[config.mk]
export PLATFORM = sky130hd
export DESIGN_NAME = ccsm_cell
export DESIGN_NICKNAME = d
export VERILOG_FILES = /design/src/design/ccsm_pkg.sv /design/src/design/ccsm_cell.sv
export SDC_FILE = /design/constraint.sdc
export NUM_CORES = 1
export LEC_CHECK = 0
export BUFFER_PORTS_ARGS = -buffer_cell sky130_fd_sc_hd__buf_4
export CAP_MARGIN = 0
export CORE_MARGIN = 2
export CORE_UTILIZATION = 43
export DETAILED_ROUTE_END_ITERATION = 12
export PLACE_DENSITY = 0.79
export SYNTH_ARGS = -nofsm -noshare
export SYNTH_HDL_FRONTEND = slang
export SYNTH_SLANG_ARGS = --single-unit
export TNS_END_PERCENT = 100
[constraint.sdc]
create_clock -name clk -period 2.65 [get_ports clk]
set_input_delay 0.265 -clock clk [delete_from_list [all_inputs] [get_ports clk]]
set_output_delay 0.265 -clock clk [all_outputs]
set_load 0.01 [all_outputs]
[src/design/ccsm_pkg.sv]
package ccsm_pkg;

  localparam int MAX_CLIENTS      = 16;
  localparam int SLOTS_PER_CLIENT = 16;

  localparam int BADGE_W = 32;
  localparam int CAP_W   = 32;
  localparam int SLOT_W  = 4;
  localparam int STATUS_W = 2;

  localparam int ENTRY_W   = (MAX_CLIENTS > 1) ? $clog2(MAX_CLIENTS) : 1;
  localparam int COUNT_W   = $clog2(SLOTS_PER_CLIENT + 1);
  localparam int SIDX_W    = (SLOTS_PER_CLIENT > 1) ? $clog2(SLOTS_PER_CLIENT) : 1;
  localparam int RAM_AW    = ENTRY_W + SIDX_W;
  localparam int RAM_DEPTH = 1 << RAM_AW;

  localparam logic MODE_SET = 1'b0;
  localparam logic MODE_GET = 1'b1;

  typedef enum logic [STATUS_W-1:0] {
    ST_OK,
    ST_NOT_FOUND,
    ST_FULL,
    ST_NO_ENTRY
  } status_t;

  typedef enum logic [2:0] {
    S_IDLE,
    S_LOOKUP,
    S_READ,
    S_CMP,
    S_MISS,
    S_RESULT
  } state_t;

  typedef logic [ENTRY_W-1:0] entry_idx_t;
  typedef logic [COUNT_W-1:0] count_t;
  typedef logic [BADGE_W-1:0] badge_t;

  // Priority information rippled along the row of client cells.
  typedef struct packed {
    logic       hit;
    entry_idx_t hit_idx;
    count_t     hit_count;
    logic       free;
    entry_idx_t free_idx;
  } chain_t;

  // Update command broadcast to the row; only the selected cell acts on it.
  typedef struct packed {
    logic       claim;
    logic       bump;
    entry_idx_t sel;
    badge_t     badge;
  } cell_cmd_t;

  // Low bits of a slot index as shown on the result channel.
  function automatic logic [SLOT_W-1:0] to_slot(input count_t v);
    logic [31:0] w;
    w = 32'(v);
    return w[SLOT_W-1:0];
  endfunction

endpackage

[src/design/ccsm_cell.sv]
module ccsm_cell (
  input  logic                 clk,
  input  logic                 rst,
  input  ccsm_pkg::entry_idx_t idx,
  input  ccsm_pkg::badge_t     req_badge,
  input  ccsm_pkg::cell_cmd_t  cmd,
  input  ccsm_pkg::chain_t     chain_in,
  output ccsm_pkg::chain_t     chain_out
);
  import ccsm_pkg::*;

  logic   used;
  badge_t badge;
  count_t count;
  logic   hit_here;
  logic   mine;

  assign hit_here = used && (badge == req_badge);
  assign mine     = (cmd.sel == idx);

  // An earlier cell in the row always wins, so the lowest index is reported.
  always_comb begin
    chain_out.hit       = chain_in.hit || hit_here;
    chain_out.hit_idx   = chain_in.hit ? chain_in.hit_idx : idx;
    chain_out.hit_count = chain_in.hit ? chain_in.hit_count : count;
    chain_out.free      = chain_in.free || !used;
    chain_out.free_idx  = chain_in.free ? chain_in.free_idx : idx;
  end

  always_ff @(posedge clk) begin
    if (rst) begin
      used  <= 1'b0;
      count <= '0;
    end else if (mine && cmd.claim) begin
      used  <= 1'b1;
      count <= '0;
    end else if (mine && cmd.bump) begin
      count <= count + COUNT_W'(1);
    end
  end

  always_ff @(posedge clk) begin
    if (mine && cmd.claim) begin
      badge <= cmd.badge;
    end
  end

endmodule

==> results of run 1 <==
[registers in the layout, summed over array words and instances, names as in the netlist]
signal  flops
used        1
count       5
badge      32
[report_power, final]
| group | switching, µW | total, µW | internal [µW] |
|---|---|---|---|
| Sequential | 7.38 | 674 | 667 |
| Combinational | 75.3 | 221 | 146 |
| Clock | 187 | 367 | 180 |
[metal layers]
layer | GRT usage (%) | up-vias
li1 | - | 702
met1 | 19.3 | 632
met2 | 29.3 | 54
met3 | 3.90 | 6
met4 | 6.50 | 0
met5 | 0 | -
[worst max-delay path, cell delays in order (launching register included)]
cell and delay (ns):
edfxtp_1 0.39, xnor2_1 0.16, nand4_1 0.11, nor4_1 0.39
a31o_2 0.21, buf_4 0.11
[stage by stage]
step,setup slack (ns),cells
global placement,0.896,282
CTS,0.718,290
detailed placement,0.867,282
floorplan,0.721,127
finish,0.741,290
global route,0.654,290
[cell type report]
class                   instances  area [µm²]
clock buffers                   5        68.8
flip-flops and latches         38        1080
repair buffers                106         796
well taps                      50        62.6
fillers                       319        1270
clock inverters                 3        16.3
multi-input cells              86         701
inverters                       2        7.51
[final timing paths]
kind / depth (start not counted) / endpoint / slack (ns)
max reg2reg: 4 / count[2] / 1.30
max: 5 / chain_out[14] / 0.74
min reg2reg: 2 / count[4] / 0.50
min: 2 / used / 0.16
[placed cells by master (no fill, tap or decap), types with 5 or more instances in the layout]
cell / instances
buf_4: 106
xnor2_1: 32
edfxtp_1: 32
mux2_2: 9
nand4_1: 6
a21oi_1: 6
dfxtp_1: 6
clkbuf_8: 5
[cells by family (layout without fill, tap and decap cells)]
kind of cell | after synthesis | count (layout) | share of synthesized area [%]
adders and majority gates | 1 | 1 | 0.698
buffers and inverters | 3 | 116 | 0.627
DFF | 38 | 38 | 60.3
muxes | 13 | 13 | 8.16
AOI/OAI and AO/OA | 13 | 13 | 4.40
xor gates and xnor gates | 36 | 36 | 17.6
and+or+nand+nor | 23 | 23 | 8.23
==> reports/metrics.csv, run 1 <==
metric,value,unit
status,completed,
worst setup path class,flip-flop to output pin,
final WL,3970,µm
final setup violating endpoints,0,
worst hold slack,0.157,ns
"Max FO, Critical Path",1,
grt total ovfl,0,
reg2reg start,count[0],
initial antenna violation count,0,
Yosys top cell by area,edfxtp_1,
CTS Buffer Depth,2,
area share of the largest cell type after synthesis,53.6,%
Worst-Margin Slew,0.383,ns
routed vias,1394,
fin util,68.3,%
Worst Setup SP,badge[19],
synth warn,0,
fraction of registers with async set/reset,0,%
met3 WL,314,µm
CTS resizes,0,
nets,331,
Commonest cells post-synth,"edfxtp_1, xnor2_1, mux2_2",
Mapped Nets,219,
placed wire-length estimate,3230,µm
DIE AREA,4700,µm²
crit end category,output pin,
global-route wire length before repair,5690,µm
Starting Density,44.8,%
CTS buffer count,5,
largest net degree at the start of global routing,33,
arrival time worst endpoint,1.64,ns
Max H-tree Level,2,
Hold Buf Count CTS,0,
TNS Setup,0,ns
minimum clock period,1.91,ns
Post-synth EDFFs,32,
final instance area,2730,µm²
Final Skew,0.00245,ns
Worst EP required,2.38,ns
synth-to-layout area growth,52.4,%
DR top layer,met4,
ANT nets after route,0,
RSZ-0062 raised after global routing,no,
number of max-cap violations,0,
GPL Wtd Cong,0.858,
Worst Hold Class,input port to flip-flop,
Peak VDD IR,0.321,mV
final hold vios,0,
ant diodes,0,
CTS tree,done,
DRT Pass-1 Iters,6,
Area contributors post-synth,"edfxtp_1, xnor2_1, dfxtp_1",
number of global-route vias before repair,1332,
core box area,4000,µm²
Yosys cell types,27,
clock-pin slew on the worst setup and hold paths,0.07,ns
Vert. Die Dim,68.6,µm
IO Port Bufs,105,
total power draw,1260,µW
hold path start,rst,
ys flop type,edfxtp_1,
die span in x,68.6,µm
slew margin rel.,74.5,%
crit start category,flip-flop,
pwr dens,462,nW/µm²
CTS sink count,38,
vias per inst,4.81,
Post-Syn Instances,127,
Wirelength per Cell,13.7,µm
Slew Limit Fails,0,
Ports,106,
initial DRC count,48,
DRC,0,
mean post-synth cell area,14.1,µm²
number of post-CTS setup repair buffers,0,
"Seq/Total Area, Yosys",60.3,%
met2 wire length,2040,µm
Leakage Power,0.00109,µW
Max Freq,524,MHz
All-Layer GR Usage,16.6,%
WL met1,1560,µm
Tcrit/Tclk final,72.0,%
ratio of cells with drive above 1 in the final layout,51.7,%
number of placement rows,23,
synthesized area,1790,µm²
CTS root buf,clkbuf_8,
DP Area,2650,µm²
Synth Register Bits,38,
clock latency on the worst-skew pair,0.28,ns
No activity file was read; power rests on OpenSTA's default activity.
==> run 2, diff against run 1 <==
Settings changed: ABC_AREA set to 1, CORE_UTILIZATION 43 to 45, PLACE_DENSITY 0.79 to 0.8.
Clock period 2.65 ns to 1.8 ns, I/O delays scaled along.
==> reports/metrics.csv, run 2 <==
metric,value,unit,change
RSZ-0062 raised after global routing,no,,
core box area,4320,µm²,+8.1%
CTS buffer count,5,,unchanged
Synth Register Bits,38,,unchanged
Reg2Reg Depth,4,,unchanged
Worst EP required,1.62,ns,-0.76 ns
IO Port Bufs,105,,unchanged
CTS resizes,0,,unchanged
"Max FO, Critical Path",2,,+1
synthesized area,2000,µm²,+12%
mean post-synth cell area,8.46,µm²,-40%
Yosys cell types,18,,-33%
Max Freq,609,MHz,
Post-Syn Instances,237,,+87%
Tcrit/Tclk final,91.3,%,
All-Layer GR Usage,17.7,%,+1.1 points
routed vias,1788,,+28%
post-synthesis simple-gate area fraction,22.8,%,+15 points
final WL,4240,µm,+6.8%
global-route wire length before repair,6930,µm,+22%
Worst Hold Class,input port to flip-flop,,
Wirelength per Cell,10.6,µm,-23%
Area contributors post-synth,"edfxtp_1, nand2_1, inv_1",,
XOR/XNOR share of the synthesized area,8.30,%,-9.3 points
number of placement rows,24,,+4.3%
CTS Buffer Depth,2,,unchanged
Worst Setup SP,badge[26],,
largest family of logic cells by synthesized area,simple AND/OR/NAND/NOR gates,,
crit end category,output pin,,
nets,440,,+33%
initial antenna violation count,0,,unchanged
grt total ovfl,0,,unchanged
hold path start,rst,,
synth-to-layout area growth,50.1,%,
placed wire-length estimate,3480,µm,+7.6%
post-synthesis mux area share,0,%,-8.2 points
CTS sink count,38,,unchanged
"Seq/Total Area, Yosys",53.9,%,-6.4 points
Final Skew,0.00137,ns,-0.00108 ns
Commonest cells post-synth,"nand2_1, inv_1, edfxtp_1",,
ratio of cells with drive above 1 in the final layout,34.1,%,-18 points
Hold Buf Count CTS,0,,unchanged
Max H-tree Level,2,,unchanged
DRT Pass-1 Iters,4,,-2
area share of the largest cell type after synthesis,47.9,%,-5.7 points
Mapped Nets,329,,+50%
Leakage Power,0.00147,µW,+35%
post-synthesis compound-gate area fraction,4.87,%,+0.47 points
Yosys top cell by area,edfxtp_1,,
Worst-Margin Slew,0.221,ns,-0.161 ns
arrival time worst endpoint,1.46,ns,-0.18 ns
number of max-cap violations,0,,unchanged
DP Area,2870,µm²,+8.4%
worst setup path class,flip-flop to output pin,,
die span in x,70.7,µm,+3.2%
pwr dens,724,nW/µm²,+57%
number of post-CTS setup repair buffers,0,,unchanged
ys flop type,edfxtp_1,,
CTS root buf,clkbuf_8,,
Starting Density,46.4,%,+1.5 points
most numerous cell in the Yosys netlist,nand2_1,,
biggest regs,"badge: 32 flops, count: 5 flops, used: 1 flops",,
number of global-route vias before repair,1730,,+30%
fraction of registers with async set/reset,0,%,unchanged
vias per inst,4.46,,-7.2%
fill count,356,,+12%
Post-synth EDFFs,32,,unchanged
largest reg by FF count,badge,,
Adder-Cell Fraction of Synth Area,0.624,%,-0.074 points
Slew Limit Fails,0,,unchanged
clock latency on the worst-skew pair,0.29,ns,about the same
DRC,0,,unchanged
DIE AREA,5000,µm²,+6.4%
clock-pin slew on the worst setup and hold paths,0.08,ns,about the same
most frequent cells in the layout,"buf_4, nand2_1, inv_1",,
ANT nets after route,0,,unchanged
hold path depth,2,,unchanged
minimum clock period,1.64,ns,
largest net degree at the start of global routing,33,,unchanged
Peak VDD IR,0.446,mV,+39%
"commonest non-fill, non-tap cell in the layout",buf_4,,
initial DRC count,100,,+110%
slew margin rel.,85.2,%,+11 points
reg2reg start,count[1],,
crit start category,flip-flop,,
final setup violating endpoints,0,,unchanged
max reg flops,32,,unchanged
Ports,106,,unchanged
ant diodes,0,,unchanged
Vert. Die Dim,70.7,µm,+3.2%
TNS Setup,0,ns,unchanged
GPL Wtd Cong,0.853,,-0.61%
synth warn,0,,unchanged
final hold vios,0,,unchanged
status,completed,,
CTS tree,done,,
final instance area,3010,µm²,+10%
[run 2: changes by cell type after synthesis, moves of 2 or more]
cell / delta
or4_1: -3
xor2_1: +5
o21ai_0: +9
mux2_2: -9
mux2_1: -4
nor2_1: +17
inv_1: +46
nor2_2: +2
xnor2_1: -22
nand2_1: +76
o31ai_1: -3
o22ai_1: +2
nor4_1: -2
[run 2: logic make-up after synthesis]
kind of cell               after synthesis
buffers and inverters                   50
and+or+nand+nor                        110
DFF                                     38
xor gates and xnor gates                19
AOI/OAI and AO/OA                       19
adders and majority gates                1
[run 2: path summary, 6_finish.rpt]
path | slack [ns] | to
max | 0.16 | chain_out[14]
min | 0.05 | used
max reg2reg | 0.67 | count[2]
min reg2reg | 0.48 | used
[run 2: layout make-up]
type | count | area [µm²] | area share [%]
Sequential cell | 38 | 1080 | 35.9
Timing Repair Buffer | 106 | 808 | 26.9
Multi-Input combinational cell | 149 | 734 | 24.4
Inverter | 48 | 181 | 6.03
Clock buffer | 5 | 68.8 | 2.29
Clock inverter | 3 | 68.8 | 2.29
Tap cell | 52 | 65.1 | 2.16
[run 2: per-stage QoR]
stage	std cells	total power [µW]	util (%)	hold WS, ns	setup slack [ns]
3_5_place_dp	393	1350	66.4	0.352	0.329
4_1_cts	401	2190	69.6	0.0400	0.118
3_3_place_gp	393	1340	66.4	0.348	0.354
5_1_grt	401	2270	69.6	0.0389	0.0166
6_report	401	2180	69.6	0.0511	0.157
2_1_floorplan	237	1130	-	0.249	0.0845
[run 2: critical path, stage by stage, from the launching register on]
cell and delay, ns:
edfxtp_1 0.39, nor2_1 0.10, nor2_1 0.05, nor2_1 0.08
nand2_1 0.06, nor2_1 0.08, nand2_1 0.06, nor2_1 0.10
nand2_1 0.08, nand2_1 0.06, buf_4 0.11
[run 2: metal layers]
| metal | GRT usage, % | routed length, µm | vias to the layer above |
|---|---|---|---|
| met5 | 0 | 0 | - |
| met4 | 7.13 | 88 | 0 |
| met3 | 7.55 | 446 | 10 |
| met2 | 32.0 | 2150 | 76 |
| met1 | 17.8 | 1560 | 742 |
| li1 | - | - | 960 |
[run 2: power breakdown]
group	switching, µW	total, µW	internal [µW]	leakage (µW)
sequential	10.7	992	981	0.000337
clock	295	850	555	0.0000683
combinational	133	335	202	0.00106
